**src/hw/rtl/brvg_pkg.sv**
```systemverilog
`timescale 1ns / 1ps
// Shared types, constants and rounding helpers for the beam ribbon vertex generator.
// No dependencies; every other file imports this package.
package brvg_pkg;

  localparam int MAX_SEGMENTS = 31;
  localparam int UNIT_SHIFT   = 30;

  // Configuration register indexes
  localparam logic [1:0] CFG_CAMERA_X = 2'd0;
  localparam logic [1:0] CFG_CAMERA_Y = 2'd1;
  localparam logic [1:0] CFG_CAMERA_Z = 2'd2;

  typedef struct packed {
    logic signed [31:0] start_x;
    logic signed [31:0] start_y;
    logic signed [31:0] start_z;
    logic signed [31:0] end_x;
    logic signed [31:0] end_y;
    logic signed [31:0] end_z;
    logic        [30:0] half_width;
    logic        [4:0]  segment_count;
  } in_item_t;

  typedef struct packed {
    logic signed [31:0] vertex_x;
    logic signed [31:0] vertex_y;
    logic signed [31:0] vertex_z;
    logic        [4:0]  point_index;
    logic               side;
    logic               degenerate;
    logic               last;
  } out_item_t;

  // Classified segment as it travels from the front to the back
  typedef struct packed {
    logic signed [31:0] start_x;
    logic signed [31:0] start_y;
    logic signed [31:0] start_z;
    logic signed [32:0] diff_x;
    logic signed [32:0] diff_y;
    logic signed [32:0] diff_z;
    logic        [30:0] half_width;
    logic        [4:0]  count;
  } job_t;

  typedef struct packed {
    logic signed [31:0] x;
    logic signed [31:0] y;
    logic signed [31:0] z;
  } cam_t;

  typedef struct packed {
    logic        start;
    logic [63:0] num;
    logic [31:0] den;
  } div_req_t;

  typedef struct packed {
    logic        done;
    logic [63:0] quo;
  } div_rsp_t;

  // v / 2^30 rounded to nearest, ties away from zero
  function automatic logic signed [34:0] shr30_round(input logic signed [63:0] v);
    logic [63:0] mag;
    logic [63:0] r;
    mag = v[63] ? 64'(-v) : 64'(v);
    r   = (mag + (64'd1 << (UNIT_SHIFT - 1))) >> UNIT_SHIFT;
    return v[63] ? -$signed(r[34:0]) : $signed(r[34:0]);
  endfunction

  function automatic logic signed [31:0] sat32(input logic signed [35:0] v);
    logic signed [31:0] r;
    if (v > 36'sd2147483647) begin
      r = 32'sh7fffffff;
    end else if (v < -36'sd2147483648) begin
      r = 32'sh80000000;
    end else begin
      r = v[31:0];
    end
    return r;
  endfunction

endpackage

```
**src/hw/rtl/brvg_fifo.sv**
```systemverilog
`timescale 1ns / 1ps
// Two-entry queue of classified segments between front and back.
// Depends on brvg_pkg.
module brvg_fifo import brvg_pkg::*; (
  input  logic clk_i,
  input  logic rst_ni,
  input  logic push_i,
  input  job_t job_i,
  output logic full_o,
  input  logic pop_i,
  output logic empty_o,
  output job_t job_o
);

  job_t       mem_q [2];
  logic       wr_q, wr_d;
  logic       rd_q, rd_d;
  logic [1:0] cnt_q, cnt_d;

  assign full_o  = (cnt_q == 2'd2);
  assign empty_o = (cnt_q == 2'd0);
  assign job_o   = mem_q[rd_q];

  always_comb begin
    wr_d  = push_i ? !wr_q : wr_q;
    rd_d  = pop_i ? !rd_q : rd_q;
    cnt_d = cnt_q + 2'(push_i) - 2'(pop_i);
  end

  always_ff @(posedge clk_i or negedge rst_ni) begin
    if (!rst_ni) begin
      wr_q  <= 1'b0;
      rd_q  <= 1'b0;
      cnt_q <= 2'd0;
    end else begin
      wr_q  <= wr_d;
      rd_q  <= rd_d;
      cnt_q <= cnt_d;
    end
  end

  always_ff @(posedge clk_i) begin
    if (push_i) begin
      mem_q[wr_q] <= job_i;
    end
  end

endmodule

```
**config.mk**
```make
export PLATFORM = sky130hd
export DESIGN_NAME = brvg_fifo
export DESIGN_NICKNAME = d
export VERILOG_FILES = /design/src/hw/rtl/brvg_pkg.sv /design/src/hw/rtl/brvg_fifo.sv
export SDC_FILE = /design/constraint.sdc
export NUM_CORES = 1
export LEC_CHECK = 0
export ABC_AREA = 0
export BUFFER_PORTS_ARGS = -buffer_cell sky130_fd_sc_hd__buf_2
export CORE_ASPECT_RATIO = 1.4
export CORE_MARGIN = 5
export CORE_UTILIZATION = 35
export CTS_CLUSTER_DIAMETER = 120
export CTS_CLUSTER_SIZE = 25
export DETAILED_ROUTE_END_ITERATION = 6
export HOLD_SLACK_MARGIN = 0.06
export PLACE_DENSITY = 0.57
export SYNTH_ARGS = -nofsm -noshare
export SYNTH_HDL_FRONTEND = slang
export SYNTH_SLANG_ARGS = --single-unit
export TNS_END_PERCENT = 10
```
**constraint.sdc**
```tcl
create_clock -name clk_i -period 14.6 [get_ports clk_i]
set_clock_uncertainty 0.1 [all_clocks]
set_input_delay 0.73 -clock clk_i [delete_from_list [all_inputs] [get_ports clk_i]]
set_output_delay 0.73 -clock clk_i [all_outputs]
set_load 0.02 [all_outputs]
```
* After elaboration in Yosys (flattened, before gate mapping)
Memories as Yosys holds them, arrays and structs flattened.
Index checks and enable logic that the tools add are counted.
** Storage, ports and cells
- Flip-flop bits (word level) :: 4
- RAM bits :: 462
- Input bits :: 235
- Output and inout bits :: 233
- Logic and storage cells :: 12
- Memories kept :: 1
** Memories
- mem_q :: depth 2, width 231, read ports 1, clocked after memory_dff 0, wr ports 1, RTL line brvg_fifo.sv:15 : job_t mem_q [2];
** Operators by class
- Add/sub/neg operators :: 2
- Equality and inequality tests :: 1
- Multiplexer cells :: 2
- Reductions and logical operators :: 3
** Operators by type and width (count)
- $add A2 B1 Y2 :: 1
- $eq A2 B2 Y1 const B :: 1
- $logic_not A1 Y1 :: 2
- $logic_not A2 Y1 :: 1
- $mux W1 :: 2
- $sub A2 B1 Y2 :: 1

* Logic depth before layout (Yosys ltp)
- Depth in word-level cells :: 2
- Depth in mapped cells :: 5
- Mapped depth without buffers :: 5

* Least setup slack after synthesis
Ideal clock, no wire load.
- Kind :: input-to-reg
- From :: input push_i
- To :: memory mem_q[0][0] (netlist name) (enable)
- Library setup time :: 0.854 ns
- Arrival time :: 10.678 ns
- Required time :: 13.646 ns
- Slack :: 2.968 ns
- Stages :: 1
- Buffers on the path :: 0
- Cell sequence :: nor2b_1
** Between the ends
- Cells in the longest elaborated chain, start to end :: 2
** RTL lines
- from (decl) :: RTL line brvg_fifo.sv:7 : input logic push_i,
- $mux W1 :: RTL line brvg_fifo.sv:43 : if (push_i) begin
- $mux W1 (not written as such) :: RTL line brvg_fifo.sv:44 : mem_q[wr_q] <= job_i;
- to (decl) :: RTL line brvg_fifo.sv:15
Every way passes these cells.

==> reports/results.ini <==
[worst_setup_path]
rr_startpoint=wr_q
crit_path_end_kind=primary output
r2r_cells=3
cp_slowest_cell=dfrtp_4
critPathLaunchType=flop
r2r_end=mem_q[0][172]
critical_path_class=reg -> out
crit_arrival_ns=3.85
crit_chain=buf_4 > buf_4 > mux2_4 > buf_2
slowest_delay_ns=1.00
crit_top_cell=buf_4
ff2ff_setup_slack_ns=11.08
worst_ep_required_time_ns=13.77
crit_fanout=53

[sta]
fmax_mhz=213.5
slew_headroom=0.2829
setup_viol=0
final-hold-violation-count=0
layout_worst_path_cycle_share=0.3208
drv_slew=0
setup_slack_ns=9.917
rsz0062_at_grt=false
whs_ns=0.2579
worst_pin_slew_ns=1.076
fin_crit_ns=4.683
setup_tns_ns=0

[cts]
cts_sinks=466
cts_made_buffers=22
clock_latency_ns=0.54
tritoncts=built
htreeDepth=1
clk_path_buf_depth=3
cts_root_buffer=clkbuf_16
path_clk_slew_ns=0.10
postCtsSetupBuffers=0

[power]
peakVddDrop_mv=0.1119
powerDensity_nw_per_um2=192.3
p_leak_uw=0.008327

[yosys]
synthTopCellsByArea=edfxtp_1 (79%), mux2_4 (15%), mux2_2 (3.3%)
synth_edf_count=462
yosys.cell_types.count=14
synth-main-ff-cell=edfxtp_1
ys_ff_latch=466
syn_area_um2=17610
synthTopCellsByCount=edfxtp_1 (462), mux2_4 (180), mux2_2 (51)
synth_area_per_cell_um2=23.99
async_flop_share=0.008584
yosys_warnings=0
syn_nets=971
synth_top_cell_area_share=0.7877
ys_seq_area_frac=0.7934
yosys.area.top_type=edfxtp_1
synthCells=734
yosysMostFrequentCell=edfxtp_1

[place]
dpl.hpwl_um=27890
place.port_buffers=467
place_congestion=0.7794
dpl_worst_slack_ns=10.46

[grt]
grt_pass1_vias=9190
grt_use_total=0.1343
grt_pass1_wl_um=55740
grt.overflow.total=0
antenna_found_initial=14
grt_max_degree=74

[cells_and_area]
fillers=4482
drive_gt1_frac=0.5995
nets=1447
seqCellArea_um2=13980
synthToLayoutAreaGrowth_pct=20.71
multi_input_area_um2=3376

[route]
wirelength_um=39480
first_pass_iters=4
vias_per_cell=4.498
remaining_drc_errors=0
drtIter0Drc=309
ant_nets=0
wl_per_cell_um=21.01
vias=8451

[floorplanning]
dieArea_um2=54970
die_h_um=275.4
io_pins=468
dieWidth_um=199.6
initial_core_util=0.3522
rows=97
coreArea_um2=50000

[status]
status=completed

[hold_path]
min_from=job_i[219]
min_to=mem_q[0][219]
hp-class=in -> reg
min_path_cells=1

[job]
drv_cap=0

## state kept, by name, indices dropped and copies added (netlist names)
name / count
mem_q: 462
cnt_q: 2
rd_q: 1
wr_q: 1
## how the worst max path moves through the flow
| stage | start | endpoint | slack, ns | cells after the start |
|---|---|---|---|---|
| 2_1_floorplan | push_i | mem_q[0][0] | 2.97 | 1 |
| 3_3_place_gp | rd_q | job_o[73] | 10.52 | 4 |
| 3_5_place_dp | rd_q | job_o[79] | 10.46 | 4 |
| 4_1_cts | rd_q | job_o[79] | 9.82 | 4 |
| 5_1_grt | rd_q | job_o[124] | 9.72 | 4 |
| 6_report | rd_q | job_o[124] | 9.92 | 4 |
## cell usage in the layout, fill, tap and decap left out, types with 2 or more instances in the layout
cell type  synthesis  routed
diode_2            0      10
buf_4              0      10
mux2_4           180     180
inv_1              2       2
ha_1               2       2
edfxtp_1         462     462
clkbuf_16          0      23
clkbuf_1           0      16
xor2_1             2       2
mux2_2            51      51
buf_2              5     467
dfrtp_1            4       3
## metal layers
metal	part of all wire	vias up	GRT usage
met4	0.040	8	0.05830
met2	0.52	317	0.2372
li1	-	3879	-
met3	0.090	71	0.04799
met1	0.35	4176	0.1442
met5	0.0012	-	0
## critical path, delay by kind of cell, from the launching register on
| kind | cells | cell delay, ns |
|---|---|---|
| multiplexers | 1 | 0.36 |
| flip-flops | 1 | 1.00 |
| buffers and inverters | 3 | 1.78 |
## through the flow
| step | instance area, um^2 | util | cells | power [uW] |
|---|---|---|---|---|
| 2_1_floorplan | 17610 | - | 734 | 3093 |
| 3_3_place_gp | 20580 | 0.4115 | 1828 | 3453 |
| 3_5_place_dp | 20580 | 0.4115 | 1828 | 3469 |
| 4_1_cts | 21230 | 0.4247 | 1869 | 4171 |
| 5_1_grt | 21250 | 0.4250 | 1876 | 4297 |
| 6_report | 21260 | 0.4252 | 1879 | 4089 |
## final cells by class
class                           instances  area share
Tap cell                              643     0.03784
Timing Repair Buffer                  478      0.1139
Multi-Input combinational cell        240      0.1588
Clock buffer                           39     0.02990
Clock inverter                          1   0.0005297
Inverter                                2   0.0003531
Antenna cell                           10    0.001177
Sequential cell                       466      0.6575
## kinds of logic (layout without fill, tap and decap cells)
family / count (synthesis) / after routing / share of synthesized area
buffers and inverters: 28 / 520 / 0.01549
other: 0 / 10 / 0
and+or+nand+nor: 4 / 4 / 0.001279
muxes: 231 / 231 / 0.1861
xor gates and xnor gates: 3 / 3 / 0.002344
DFF: 466 / 466 / 0.7934
adders and majority gates: 2 / 2 / 0.001421
## power breakdown
group | total [uW] | leakage, uW | internal (uW) | switching (uW)
sequential | 1870 | 0.00438 | 1780 | 96.6
clock | 694 | 0.000308 | 301 | 393
combinational | 1520 | 0.00364 | 651 | 872
total | 4090 | 0.00833 | 2730 | 1360
## what timing repair did
item	CTS	global route
resized for setup	0	0
endpoints found under the hold margin	4	0
hold buffers	1	0
(Power assumes the default switching activity.)
