### config.mk
export PLATFORM = sky130hd
export DESIGN_NAME = brvg_front
export DESIGN_NICKNAME = d
export VERILOG_FILES = /design/src/hw/rtl/brvg_pkg.sv /design/src/hw/rtl/brvg_front.sv
export SDC_FILE = /design/constraint.sdc
export NUM_CORES = 1
export LEC_CHECK = 0
export ABC_AREA = 1
export BUFFER_PORTS_ARGS = -buffer_cell sky130_fd_sc_hd__buf_2
export CAP_MARGIN = 20
export CELL_PAD_IN_SITES_DETAIL_PLACEMENT = 0
export CELL_PAD_IN_SITES_GLOBAL_PLACEMENT = 1
export CORE_UTILIZATION = 30
export CTS_CLUSTER_DIAMETER = 150
export DETAILED_ROUTE_END_ITERATION = 6
export PLACE_DENSITY_LB_ADDON = 0.3
export SLEW_MARGIN = 30
export SYNTH_ARGS = -nofsm -noshare
export SYNTH_HDL_FRONTEND = slang
export SYNTH_SLANG_ARGS = --single-unit
### constraint.sdc
create_clock -name clk_i -period 16.8 [get_ports clk_i]
set_input_delay 4.2 -clock clk_i [delete_from_list [all_inputs] [get_ports clk_i]]
set_output_delay 4.2 -clock clk_i [all_outputs]
set_load 0.02 [all_outputs]
### src/hw/rtl/brvg_pkg.sv
`timescale 1ns / 1ps
// Shared types, constants and rounding helpers for the beam ribbon vertex generator.
// No dependencies; every other file imports this package.
package brvg_pkg;

  localparam int MAX_SEGMENTS = 31;
  localparam int UNIT_SHIFT   = 30;

  // Configuration register indexes
  localparam logic [1:0] CFG_CAMERA_X = 2'd0;
  localparam logic [1:0] CFG_CAMERA_Y = 2'd1;
  localparam logic [1:0] CFG_CAMERA_Z = 2'd2;

  typedef struct packed {
    logic signed [31:0] start_x;
    logic signed [31:0] start_y;
    logic signed [31:0] start_z;
    logic signed [31:0] end_x;
    logic signed [31:0] end_y;
    logic signed [31:0] end_z;
    logic        [30:0] half_width;
    logic        [4:0]  segment_count;
  } in_item_t;

  typedef struct packed {
    logic signed [31:0] vertex_x;
    logic signed [31:0] vertex_y;
    logic signed [31:0] vertex_z;
    logic        [4:0]  point_index;
    logic               side;
    logic               degenerate;
    logic               last;
  } out_item_t;

  // Classified segment as it travels from the front to the back
  typedef struct packed {
    logic signed [31:0] start_x;
    logic signed [31:0] start_y;
    logic signed [31:0] start_z;
    logic signed [32:0] diff_x;
    logic signed [32:0] diff_y;
    logic signed [32:0] diff_z;
    logic        [30:0] half_width;
    logic        [4:0]  count;
  } job_t;

  typedef struct packed {
    logic signed [31:0] x;
    logic signed [31:0] y;
    logic signed [31:0] z;
  } cam_t;

  typedef struct packed {
    logic        start;
    logic [63:0] num;
    logic [31:0] den;
  } div_req_t;

  typedef struct packed {
    logic        done;
    logic [63:0] quo;
  } div_rsp_t;

  // v / 2^30 rounded to nearest, ties away from zero
  function automatic logic signed [34:0] shr30_round(input logic signed [63:0] v);
    logic [63:0] mag;
    logic [63:0] r;
    mag = v[63] ? 64'(-v) : 64'(v);
    r   = (mag + (64'd1 << (UNIT_SHIFT - 1))) >> UNIT_SHIFT;
    return v[63] ? -$signed(r[34:0]) : $signed(r[34:0]);
  endfunction

  function automatic logic signed [31:0] sat32(input logic signed [35:0] v);
    logic signed [31:0] r;
    if (v > 36'sd2147483647) begin
      r = 32'sh7fffffff;
    end else if (v < -36'sd2147483648) begin
      r = 32'sh80000000;
    end else begin
      r = v[31:0];
    end
    return r;
  endfunction

endpackage

### src/hw/rtl/brvg_front.sv
`timescale 1ns / 1ps
// Front end: accepts segment beats, clamps the count and forms the axis difference.
// Depends on brvg_pkg.
module brvg_front import brvg_pkg::*; (
  input  logic     clk_i,
  input  logic     rst_ni,
  input  logic     in_valid_i,
  output logic     in_ready_o,
  input  in_item_t in_data_i,
  input  logic     full_i,
  output logic     push_o,
  output job_t     job_o
);

  logic hold_q, hold_d;
  job_t job_q, job_d;
  logic accept;

  assign in_ready_o = !hold_q || !full_i;
  assign push_o     = hold_q && !full_i;
  assign accept     = in_valid_i && in_ready_o;
  assign job_o      = job_q;

  always_comb begin
    logic [4:0] cnt;
    cnt = in_data_i.segment_count;
    if (cnt == 5'd0) begin
      cnt = 5'd1;
    end else if (cnt > 5'(MAX_SEGMENTS)) begin
      cnt = 5'(MAX_SEGMENTS);
    end
    job_d.start_x    = in_data_i.start_x;
    job_d.start_y    = in_data_i.start_y;
    job_d.start_z    = in_data_i.start_z;
    job_d.diff_x     = 33'(in_data_i.end_x) - 33'(in_data_i.start_x);
    job_d.diff_y     = 33'(in_data_i.end_y) - 33'(in_data_i.start_y);
    job_d.diff_z     = 33'(in_data_i.end_z) - 33'(in_data_i.start_z);
    job_d.half_width = in_data_i.half_width;
    job_d.count      = cnt;
    hold_d = accept || (hold_q && !push_o);
  end

  always_ff @(posedge clk_i or negedge rst_ni) begin
    if (!rst_ni) begin
      hold_q <= 1'b0;
    end else begin
      hold_q <= hold_d;
    end
  end

  always_ff @(posedge clk_i) begin
    if (accept) begin
      job_q <= job_d;
    end
  end

endmodule

* After elaboration in Yosys (flattened, before gate mapping) *
Cells that the tools add are included.
W data, S select, Z words.

word-level totals
  flip-flop bits (word level) = 232
  input port bits = 232
  output and inout bits = 233
  word-level logic and storage cells = 25

cells by class
  add/sub/neg operators = 3
  order comparisons = 1
  muxes and demuxes = 1
  reduce and logical (&&, ||, !) cells = 10

operator list
  cell                  count
  $sub A32 B32 Y33      3
  $gt A5 B5 Y1 const B  1
  $logic_not A5 Y1      1
  $mux W5               1
  $logic_and A1 B1 Y1   3
  $logic_not A1 Y1      3
  $logic_or A1 B1 Y1    2
  $reduce_or A2 Y1      1

* Longest topological paths before layout *
  depth in word-level cells = 5
  mapped depth = 14
  mapped depth without buffers = 14

* Worst setup path after synthesis *
No wires, ideal clock.

  path kind = input-to-reg
  start = input in_valid_i
  end = register job_q (netlist bit job_o[0]) (enable)
  setup time = 0.899 ns
  data arrival time = 15.324 ns
  data required time = 15.901 ns
  path slack = 0.577 ns
  stages on the path = 2
  path buffers = 0
  cells stage by stage = inv_1 -> a21oi_1

between the ends
  longest elaborated chain between the ends = 1

ends and longest elaborated chain
  element                 RTL line          source
  start: declaration      brvg_front.sv:7   input logic in_valid_i,
  $logic_and A1 B1 Y1     brvg_front.sv:21  assign accept = in_valid_i && in_ready_o;
  net accept              brvg_front.sv:17  logic accept;
  end signal: assignment  brvg_front.sv:53  job_q <= job_d;
  end: declaration        brvg_front.sv:16  job_t job_q, job_d;

The timed path passes the listed nets, and every way through them passes these cells.
A chain may end at the register's enable or synchronous reset.

* Worst setup path in the final report *
  start = input full_i
  end = output push_o

between the ends
  longest elaborated chain between the ends = 2

ends and longest elaborated chain
  element              RTL line          source
  start: declaration   brvg_front.sv:10  input logic full_i,
  $logic_not A1 Y1     brvg_front.sv:20  assign push_o = hold_q && !full_i;
  $logic_and A1 B1 Y1  brvg_front.sv:20
  end: declaration     brvg_front.sv:11  output logic push_o,

Every way passes these cells.

==> out/metrics.cfg <==
[run_status]
status = complete, no violations

[pwr]
power.switching_mw = 0.542
clockPowerShare = 0.357
powerDensity_nw_per_um2 = 93.1
swShare = 0.309
intPower_mw = 1.21
peakVddDrop_v = 0.0000736
comb_power_share = 0.237
power_frac_seq = 0.405
p_leak_nw = 10.6
power_mw = 1.75

[layout]
area_growth_pct = 27.8
nFillCells = 5081
final_area_um2 = 18800
layout-drive-gt1-share = 0.221
final_nets = 2741
stdcell_count = 3049

[clock_tree]
clkTransAtPathRegs_ns = 0.06
cts_resized = 0
post-cts-setup-buffer-count = 0
cts_hold_buf = 0
cts_root_buf = clkbuf_16
clock_latency_ns = 0.55
numCtsBuffers = 28
cts_buffer_depth = 3
cts_tree = built
clock-sinks = 232
htreeDepth = 1

[critical_path]
critical_path_class = in -> out
startpoint_type = input pin
crit_fanout = 3
crit_required_ns = 12.60
crit_arrival_ns = 4.59
cp-end-kind = primary output
regToRegStartpoint = hold_q
ff2ff_setup_slack_ns = 14.87
timing.rr.end = job_o[159]
setup.worst_path.start = full_i
rr_worst_depth = 3

[placement]
numPortBuffers = 464
dp_hpwl_um = 36100
placed_area_um2 = 17800
dp_cells = 2994
gp_congestion = 0.844

[synth]
synthesis.area_um2 = 14700
ys.flop_type = edfxtp_1
yosys_warnings = 0
synth.area.mux_share = 0
syn_area_per_cell_um2 = 7.68
synth.top_cell.area_share = 0.471
synth_compound_gate_area_share = 0.0250
synth_top_family_by_area = simple AND/OR/NAND/NOR gates
yosysSeqAreaShare = 0.473
synth-xor-area-share = 0.0268
async_flop_share = 0.00431
synth_seq_cells = 232
syn_inst = 1918
yosys.area_share.simple = 0.267
synth_edf_count = 231
synth.largest_area_cell = edfxtp_1
synthAdderAreaFrac = 0.0856
synth.area.top_cells = edfxtp_1 (47%), nand2_1 (19%), inv_1 (12%)
synth_nets = 2249
ys_types = 24

[detailed_routing]
drc_errors = 0
drt_pre_antenna_iters = 5
vias_per_cell = 4.23
ant_nets = 0
wirelength_um = 44100
wl_per_cell_um = 14.5
drtIter0Drc = 595
dr_total_vias = 12900

[sta]
fin_crit_ns = 8.79
worst_slew_pin_slew_ns = 0.751
tns_ns = 0
fmax_mhz = 114
period_share = 0.523
finClkSkew_ns = 0.00642
whs_ns = 0.571
hold_violations = 0
maxSlewViolCount = 0
setup_violations = 0
rsz0062_at_grt = false
max_slew_margin = 0.500

[global_route]
grt_first_pass_wirelength_um = 67700
grt_max_degree = 159
grt_pass1_vias = 12600
grt_use_total = 0.173
gr-total-overflow = 0
antenna_found_initial = 2

[die]
die_w_um = 224
dieArea_um2 = 50000
core_area_um2 = 48000
initial_core_util = 0.307
die_h_um = 224
placementRows = 80
pin_count = 465

[hold_path]
min_delay_worst_endpoint = hold_q
holdPathStages = 2
min-delay-path-class = reg -> reg
hp-start = hold_q

[job]
drv_cap = 0

-- power groups by stage --
stage	Combinational (mW)	Sequential [mW]	Clock, mW
6_report	0.416	0.710	0.627
5_1_grt	0.470	0.714	0.669
4_1_cts	0.423	0.711	0.651
3_5_place_dp	0.421	0.723	0
3_3_place_gp	0.419	0.722	0
2_1_floorplan	0.212	0.794	0
-- worst max-delay path: stages --
cell	delay [ns]
buf_2	0.14
nor2_1	0.10
buf_2	0.16
-- cells in the final DEF (no fill, tap or decap), types with 6 or more instances in the layout --
cell         n
edfxtp_1   231
xnor2_1      7
nand2_2     15
inv_1      478
nand4_1     12
and2_1       6
clkinv_2     8
xor2_1      38
buf_2      464
a21oi_1     60
clkbuf_16   29
nand3_1     67
nor3_1       6
nor2_1     125
ha_1        96
nand2_1    750
-- layer usage --
metal | share of wire | up-vias | track usage | wire, um
met2 | 0.49 | 278 | 0.302 | 21400
met5 | 0 | - | 0 | 0
li1 | - | 6826 | - | -
met3 | 0.047 | 37 | 0.0286 | 2070
met4 | 0.016 | 0 | 0.0404 | 709
met1 | 0.45 | 5748 | 0.221 | 19900
-- synth_stat cells (3+ instances only) --
cell and number:
a21oi_1 61, and2_1 6, o21bai_1 3, fa_1 3
clkbuf_1 4, nor2_1 125, or2_1 4, xor2_1 38
nand3_1 67, ha_1 96, a21o_1 3, xnor2_1 7
edfxtp_1 231, nand2_1 750, nor3_1 6, nand3_2 4
nand2_2 15, nand4_1 12, inv_1 478
-- cell type report --
cell class	instances	area, um2	share of cell area
flip-flops and latches	232	6960	0.370
multi-input cells	1203	5960	0.317
repair buffers	467	2380	0.126
inverters	478	1790	0.0953
well taps	615	769	0.0409
clock buffers	32	767	0.0407
clock inverters	20	189	0.0100
diodes	2	5.00	0.000266
-- kinds of logic after synthesis --
logic type | Yosys count
buf+inv | 483
xor+xnor | 45
simple gates | 990
compound gates | 69
fa+ha+maj | 99
flops | 232
-- worst max path at each step --
| stage | end | slack, ns | cells after the start |
|---|---|---|---|
| 6_report | push_o | 8.01 | 3 |
| 3_5_place_dp | push_o | 7.99 | 3 |
| 5_1_grt | push_o | 7.99 | 3 |
| 4_1_cts | push_o | 7.99 | 3 |
| 3_3_place_gp | push_o | 7.99 | 3 |
| 2_1_floorplan | job_o[0] | 0.58 | 2 |
-- metrics by stage --
stage | setup slack (ns) | utilization
finish | 8.01 | 0.392
global route | 7.99 | 0.392
CTS | 7.99 | 0.391
detailed placement | 7.99 | 0.371
global placement | 7.99 | 0.371
floorplan | 0.577 | -
-- state kept, by name, summed over array words and instances, names as in the netlist --
name,flops
job_o,231
hold_q,1
Note: power is estimated with default switching activity, not from simulation.
