`config.mk`:
```
export PLATFORM = sky130hd
export DESIGN_NAME = brvg_div
export DESIGN_NICKNAME = d
export VERILOG_FILES = /design/src/hw/rtl/brvg_pkg.sv /design/src/hw/rtl/brvg_div.sv
export SDC_FILE = /design/constraint.sdc
export NUM_CORES = 1
export LEC_CHECK = 0
export BUFFER_PORTS_ARGS = -buffer_cell sky130_fd_sc_hd__buf_2
export CORE_AREA = 5 5 142 117
export CTS_CLUSTER_DIAMETER = 40
export CTS_CLUSTER_SIZE = 28
export DETAILED_ROUTE_END_ITERATION = 6
export DIE_AREA = 0 0 147 122
export HOLD_SLACK_MARGIN = 0.15
export PLACE_DENSITY = 0.85
export SLEW_MARGIN = 40
export SYNTH_ARGS = -nofsm -noshare
export SYNTH_HDL_FRONTEND = slang
export SYNTH_SLANG_ARGS = --single-unit
```
`constraint.sdc`:
```
create_clock -name clk_i -period 3.05 [get_ports clk_i]
set_clock_uncertainty 0.2 [all_clocks]
set_input_delay 0 -clock clk_i [delete_from_list [all_inputs] [get_ports clk_i]]
set_output_delay 0 -clock clk_i [all_outputs]
set_load 0.02 [all_outputs]
```
`src/hw/rtl/brvg_pkg.sv`:
```
`timescale 1ns / 1ps
// Shared types, constants and rounding helpers for the beam ribbon vertex generator.
// No dependencies; every other file imports this package.
package brvg_pkg;

  localparam int MAX_SEGMENTS = 31;
  localparam int UNIT_SHIFT   = 30;

  // Configuration register indexes
  localparam logic [1:0] CFG_CAMERA_X = 2'd0;
  localparam logic [1:0] CFG_CAMERA_Y = 2'd1;
  localparam logic [1:0] CFG_CAMERA_Z = 2'd2;

  typedef struct packed {
    logic signed [31:0] start_x;
    logic signed [31:0] start_y;
    logic signed [31:0] start_z;
    logic signed [31:0] end_x;
    logic signed [31:0] end_y;
    logic signed [31:0] end_z;
    logic        [30:0] half_width;
    logic        [4:0]  segment_count;
  } in_item_t;

  typedef struct packed {
    logic signed [31:0] vertex_x;
    logic signed [31:0] vertex_y;
    logic signed [31:0] vertex_z;
    logic        [4:0]  point_index;
    logic               side;
    logic               degenerate;
    logic               last;
  } out_item_t;

  // Classified segment as it travels from the front to the back
  typedef struct packed {
    logic signed [31:0] start_x;
    logic signed [31:0] start_y;
    logic signed [31:0] start_z;
    logic signed [32:0] diff_x;
    logic signed [32:0] diff_y;
    logic signed [32:0] diff_z;
    logic        [30:0] half_width;
    logic        [4:0]  count;
  } job_t;

  typedef struct packed {
    logic signed [31:0] x;
    logic signed [31:0] y;
    logic signed [31:0] z;
  } cam_t;

  typedef struct packed {
    logic        start;
    logic [63:0] num;
    logic [31:0] den;
  } div_req_t;

  typedef struct packed {
    logic        done;
    logic [63:0] quo;
  } div_rsp_t;

  // v / 2^30 rounded to nearest, ties away from zero
  function automatic logic signed [34:0] shr30_round(input logic signed [63:0] v);
    logic [63:0] mag;
    logic [63:0] r;
    mag = v[63] ? 64'(-v) : 64'(v);
    r   = (mag + (64'd1 << (UNIT_SHIFT - 1))) >> UNIT_SHIFT;
    return v[63] ? -$signed(r[34:0]) : $signed(r[34:0]);
  endfunction

  function automatic logic signed [31:0] sat32(input logic signed [35:0] v);
    logic signed [31:0] r;
    if (v > 36'sd2147483647) begin
      r = 32'sh7fffffff;
    end else if (v < -36'sd2147483648) begin
      r = 32'sh80000000;
    end else begin
      r = v[31:0];
    end
    return r;
  endfunction

endpackage

```
`src/hw/rtl/brvg_div.sv`:
```
`timescale 1ns / 1ps
// Shared restoring divider: 64-bit dividend by 32-bit divisor, one quotient bit a cycle.
// Depends on brvg_pkg.
module brvg_div import brvg_pkg::*; (
  input  logic     clk_i,
  input  logic     rst_ni,
  input  div_req_t req_i,
  output div_rsp_t rsp_o
);

  logic        busy_q, busy_d;
  logic        done_q, done_d;
  logic [5:0]  cnt_q, cnt_d;
  logic [31:0] rem_q, rem_d;
  logic [63:0] num_q, num_d;
  logic [31:0] den_q, den_d;

  assign rsp_o.done = done_q;
  assign rsp_o.quo  = num_q;

  always_comb begin
    logic [32:0] rem_sh;
    busy_d = busy_q;
    done_d = 1'b0;
    cnt_d  = cnt_q;
    rem_d  = rem_q;
    num_d  = num_q;
    den_d  = den_q;
    rem_sh = {rem_q, num_q[63]};
    if (req_i.start) begin
      busy_d = 1'b1;
      cnt_d  = 6'd0;
      rem_d  = 32'd0;
      num_d  = req_i.num;
      den_d  = req_i.den;
    end else if (busy_q) begin
      // shift in one dividend bit, subtract where it fits
      if (rem_sh >= {1'b0, den_q}) begin
        rem_d = 32'(rem_sh - {1'b0, den_q});
        num_d = {num_q[62:0], 1'b1};
      end else begin
        rem_d = rem_sh[31:0];
        num_d = {num_q[62:0], 1'b0};
      end
      cnt_d = cnt_q + 6'd1;
      if (cnt_q == 6'd63) begin
        busy_d = 1'b0;
        done_d = 1'b1;
      end
    end
  end

  always_ff @(posedge clk_i or negedge rst_ni) begin
    if (!rst_ni) begin
      busy_q <= 1'b0;
      done_q <= 1'b0;
      cnt_q  <= 6'd0;
    end else begin
      busy_q <= busy_d;
      done_q <= done_d;
      cnt_q  <= cnt_d;
    end
  end

  always_ff @(posedge clk_i) begin
    rem_q <= rem_d;
    num_q <= num_d;
    den_q <= den_d;
  end

endmodule

```
# After elaboration in Yosys (flattened, before gate mapping)
# Index checks and enable logic that the tools add are counted.
[word_totals] register_bits=136 inputBits=99 out_inout_bits=65
[classes] addsub=2 magnitude_cmp=1 eq_ne=1 mux=12 n_reduce_logical=1
[ops] op="$mux W64" count=2
[ops] op="$ge A33 B32 Y1" count=1
[ops] op="$mux W32" count=1
[ops] op="$sub A32 B32 Y32" count=1
[ops] op="$mux W6" count=2
[ops] op="$mux W1" count=7
[ops] op="$add A6 B1 Y6 const B" count=1
[ops] op="$eq A6 B6 Y1 const B" count=1
[ops] op="$reduce_bool A2 Y1" count=1

# Longest topological paths before layout
[logic_depth] depth_word=4 mapped_depth=14 ltp_nobuf=12

# Least setup slack after synthesis
# Ideal clock, no wire load.
[synth_timing] path_kind="reg-to-reg" from="register num_q[63]" to="register rem_q[30]" t_arrival_ns=2.819 required_ns=2.734 slack_ns=-0.085 stages_incl_launch_ff=13 path_cell_list="edfxtp_1 inv_1 ha_1 fa_1 nand2b_1 a21o_1 a21o_1 a211o_1 a211o_1 a31o_2 a31oi_1 xor2_1 a31o_1"
[synth_via] elab_chain_len=2 elab_cells_between_ends=3 cone_classes="add/sub (1); order compare (1); mux (1)"
[synth_lines] element="start: declaration" line_no="brvg_div.sv:15" source="logic [63:0] num_q, num_d;"
[synth_lines] element="start signal: assignment" line_no="brvg_div.sv:67" source="num_q <= num_d;"
[synth_lines] element="$sub A32 B32 Y32 or $ge A33 B32 Y1 (tied branches)" line_no="brvg_div.sv:39, brvg_div.sv:38"
[synth_lines] element="$mux W32 *" line_no="brvg_div.sv:38" source="if (rem_sh >= {1'b0, den_q}) begin"
[synth_lines] element="end signal: assignment" line_no="brvg_div.sv:66" source="rem_q <= rem_d;"
[synth_lines] element="end: declaration" line_no="brvg_div.sv:14" source="logic [31:0] rem_q, rem_d;"
# Every way passes the cells marked *; elsewhere a longest branch is shown, timed or not.
# A chain may end at the register's enable or synchronous reset.

# Worst setup path after layout
[layout_timing] from="register den_q[8]" to="register rem_q[0]"
[layout_via] elab_chain_len=2
[layout_lines] element="start: declaration" line_no="brvg_div.sv:16" source="logic [31:0] den_q, den_d;"
[layout_lines] element="start signal: assignment" line_no="brvg_div.sv:68" source="den_q <= den_d;"
[layout_lines] element="$ge A33 B32 Y1" line_no="brvg_div.sv:38"
[layout_lines] element="$mux W32" line_no="brvg_div.sv:38"
# No other way between the ends.

==> results.txt <==
Final Util = 0.714
Worst-path clk slew = 60 ps
Synth area leaders = edfxtp_1 (39%), mux2_2 (10%), dfxtp_1 (8.7%), ha_1 (5.6%), mux2i_1 (3.5%)
routability congestion estimate = 0.960
status = finished, final reports clean
full die area = 0.0179 mm²
Detailed Route Iter0 Violations = 495
crit share post-route = 0.998
Final Hold Vio Count = 0
Final setup violation count = 0
DRC = 0
crit end category = flip-flop
Ports = 164
Num CTS Buffers = 17
Arr. time, crit path = 3190 ps
crit path max fanout = 5
Total Power = 0.00799 W
Synth Warn # = 0
cell taking the most area after synthesis = edfxtp_1
f_max = 0.329 GHz
chip width = 147 µm
CP peak stage delay = 330 ps
core box area = 0.0152 mm²
CTS Buffer Depth = 2
Async S/R FF share, synth = 0.0588
post-synthesis sequential area ratio = 0.507
DRT antenna net count = 0
critical path class = reg -> reg
delay-heaviest family, CP = compound AO/OA/AOI/OAI gates
Starting Density = 0.482
DR WL/cell = 18.1 µm
Post-Route WL = 21,400 µm
Slew Viols, Final = 0
PwrDens = 734 mW/mm²
first-pass GRT wire length = 33,600 µm
Rows = 41
Post-Syn Nets = 774
Post-Synthesis Cells = 641
GR Overflow Total = 0
predominant post-synthesis flop cell = edfxtp_1
Worst-Margin Slew = 632 ps
Nets = 1,114
minimum clock period = 3040 ps
CP Launch Type = flip-flop
Bufs and invs on worst path = 2
post-route cell area = 0.0109 mm²
MaxCap Viol Count = 0
Min-Delay Path Class = in -> reg
clock sink count = 136
Area Overhead vs Synth = 48.2%
die span in y = 122 µm
Relative slew margins = 0.579
synthesized area = 0.00734 mm²
RSZ-0062 raised after global routing = yes
Lkg Pwr = 4.70 nW
worst vdd ir = 0.000416 V
Avg Cell Area, Syn = 11.5 µm²
vias in the first global route = 6,567
post-DP HPWL = 13,300 µm
number of synthesized flops with an enable pin = 96
slowest CP cell = mux2_2
DR vias/cell = 5.38
top-count cell post-synth = edfxtp_1
Synth top cells by count = edfxtp_1 (96), mux2_2 (65), nor2_1 (45), nand2_1 (44), inv_1 (42)
Synth Register Bits = 136
Synth cell types = 59
Total GRT Usage = 0.238
Cell Chain, Critical Path = inv_1 > ha_4 > nand2_1 > o211ai_1 > o211a_1 > o311ai_4 > a31o_4 > o2bb2ai_4 > o211ai_4 > buf_4 > mux2_2 > a211oi_2
IO buf count = 163
Vias = 6,392
TritonCTS clock tree = yes
post-route setup TNS = 0 ps
filler cell count = 1,013
H-tree depth = 4
fraction of layout cells with a size suffix above 1 = 0.326
CP Data Required Time = 3190 ps
Cell Area, Placed = 0.00846 mm²
root buffer cell = clkbuf_16
drt pass-1 iters = 5
Yosys top cell area share = 0.393
antenna violations before repair = 1
maximum number of pins on one net before global-route repair = 63
Clock Latency Late Sink = 430 ps
[power by group]
| group | switching (W) | total [W] | internal, W |
|---|---|---|---|
| Sequential | 0.000238 | 0.00255 | 0.00231 |
| Combinational | 0.00172 | 0.00336 | 0.00164 |
| Clock | 0.000915 | 0.00209 | 0.00117 |
[path summary, 6_finish.rpt]
path | startpoint | end | slack, ps | cells after the start
max reg2reg | den_q[8] | rem_q[0] | 7 | 12
max in group asynchronous | rst_ni | cnt_q[0] | 2020 | 3
min | req_i[91] | num_q[59] | 210 | 3
max | den_q[8] | rem_q[0] | 7 | 12
min reg2reg | rem_q[31] | rem_q[31] | 250 | 2
min in group asynchronous | rst_ni | cnt_q[1] | 360 | 3
[cells by family after synthesis]
| family | synth area share |
|---|---|
| DFF | 0.507 |
| buffers and inverters | 0.0429 |
| adders and majority gates | 0.0590 |
| muxes | 0.135 |
| AOI/OAI and AO/OA | 0.132 |
| and+or+nand+nor | 0.0855 |
| xor gates and xnor gates | 0.0382 |
[worst register-to-register path, cell delays in order (launching register included)]
cell and delay, ps:
edfxtp_1 320, inv_1 60, ha_4 280, nand2_1 90
o211ai_1 190, o211a_1 260, o311ai_4 120, a31o_4 260
o2bb2ai_4 160, o211ai_4 300, buf_4 180, mux2_2 330
a211oi_2 200
[placed cells by master (no fill, tap or decap), types with 9 or more instances in the layout]
cell           synthesis  layout
a21o_1                17      17
a211oi_1              19      17
mux2_2                65      65
dfxtp_1               32      32
nand3_1               10       9
nor2_1                45      44
clkbuf_16              0      18
buf_2                  3     162
ha_1                  33      28
xor2_1                16      16
xnor2_1               16      16
buf_4                  1      28
edfxtp_1              96      96
inv_1                 42      41
mux2i_1               26      26
dlygate4sd3_1          0     156
a21oi_1               29      26
nand2_1               44      44
o21ai_0               17      15
[final cells by class]
cell class	count	area [µm²]	area share
antenna	1	2.50	0.000230
clock buffer	17	425	0.0391
clock inverter	15	169	0.0155
inverter	42	158	0.0145
multi-input combinational	432	3480	0.320
sequential	136	3720	0.342
tap	193	241	0.0222
timing repair buffer	352	2680	0.246
[sequential cells by signal (all words and copies together) (netlist names)]
register / flops
rem_q: 32
cnt_q: 6
den_q: 32
done_q: 1
num_q: 64
busy_q: 1
[layer usage]
layer / routed length [µm] / global-route usage / up-vias
met5: 0 / 0 / -
met3: 1580 / 0.0692 / 46
met4: 612 / 0.0902 / 0
li1: - / - / 3041
met1: 8820 / 0.285 / 3027
met2: 10400 / 0.410 / 278
[through the flow]
stage	setup slack [ps]	cells	hold slack, ps
after detailed placement	-1.15	991	-347
after floorplan	26.1	641	-496
after CTS	7.77	1179	188
final	6.62	1188	210
after global placement	57.7	991	-351
after global routing	-119	1188	207
[timing repair]
action | 4_1_cts | 5_1_grt
buffers inserted | 0 | 7
endpoints found under the hold margin | 121 | 0
cloned | 0 | 1
setup endpoints to repair | 6 | 32
hold buffers | 156 | 0
pin swaps | 0 | 12
resized for setup | 2 | 28
Power figures use the tool's default switching activity.
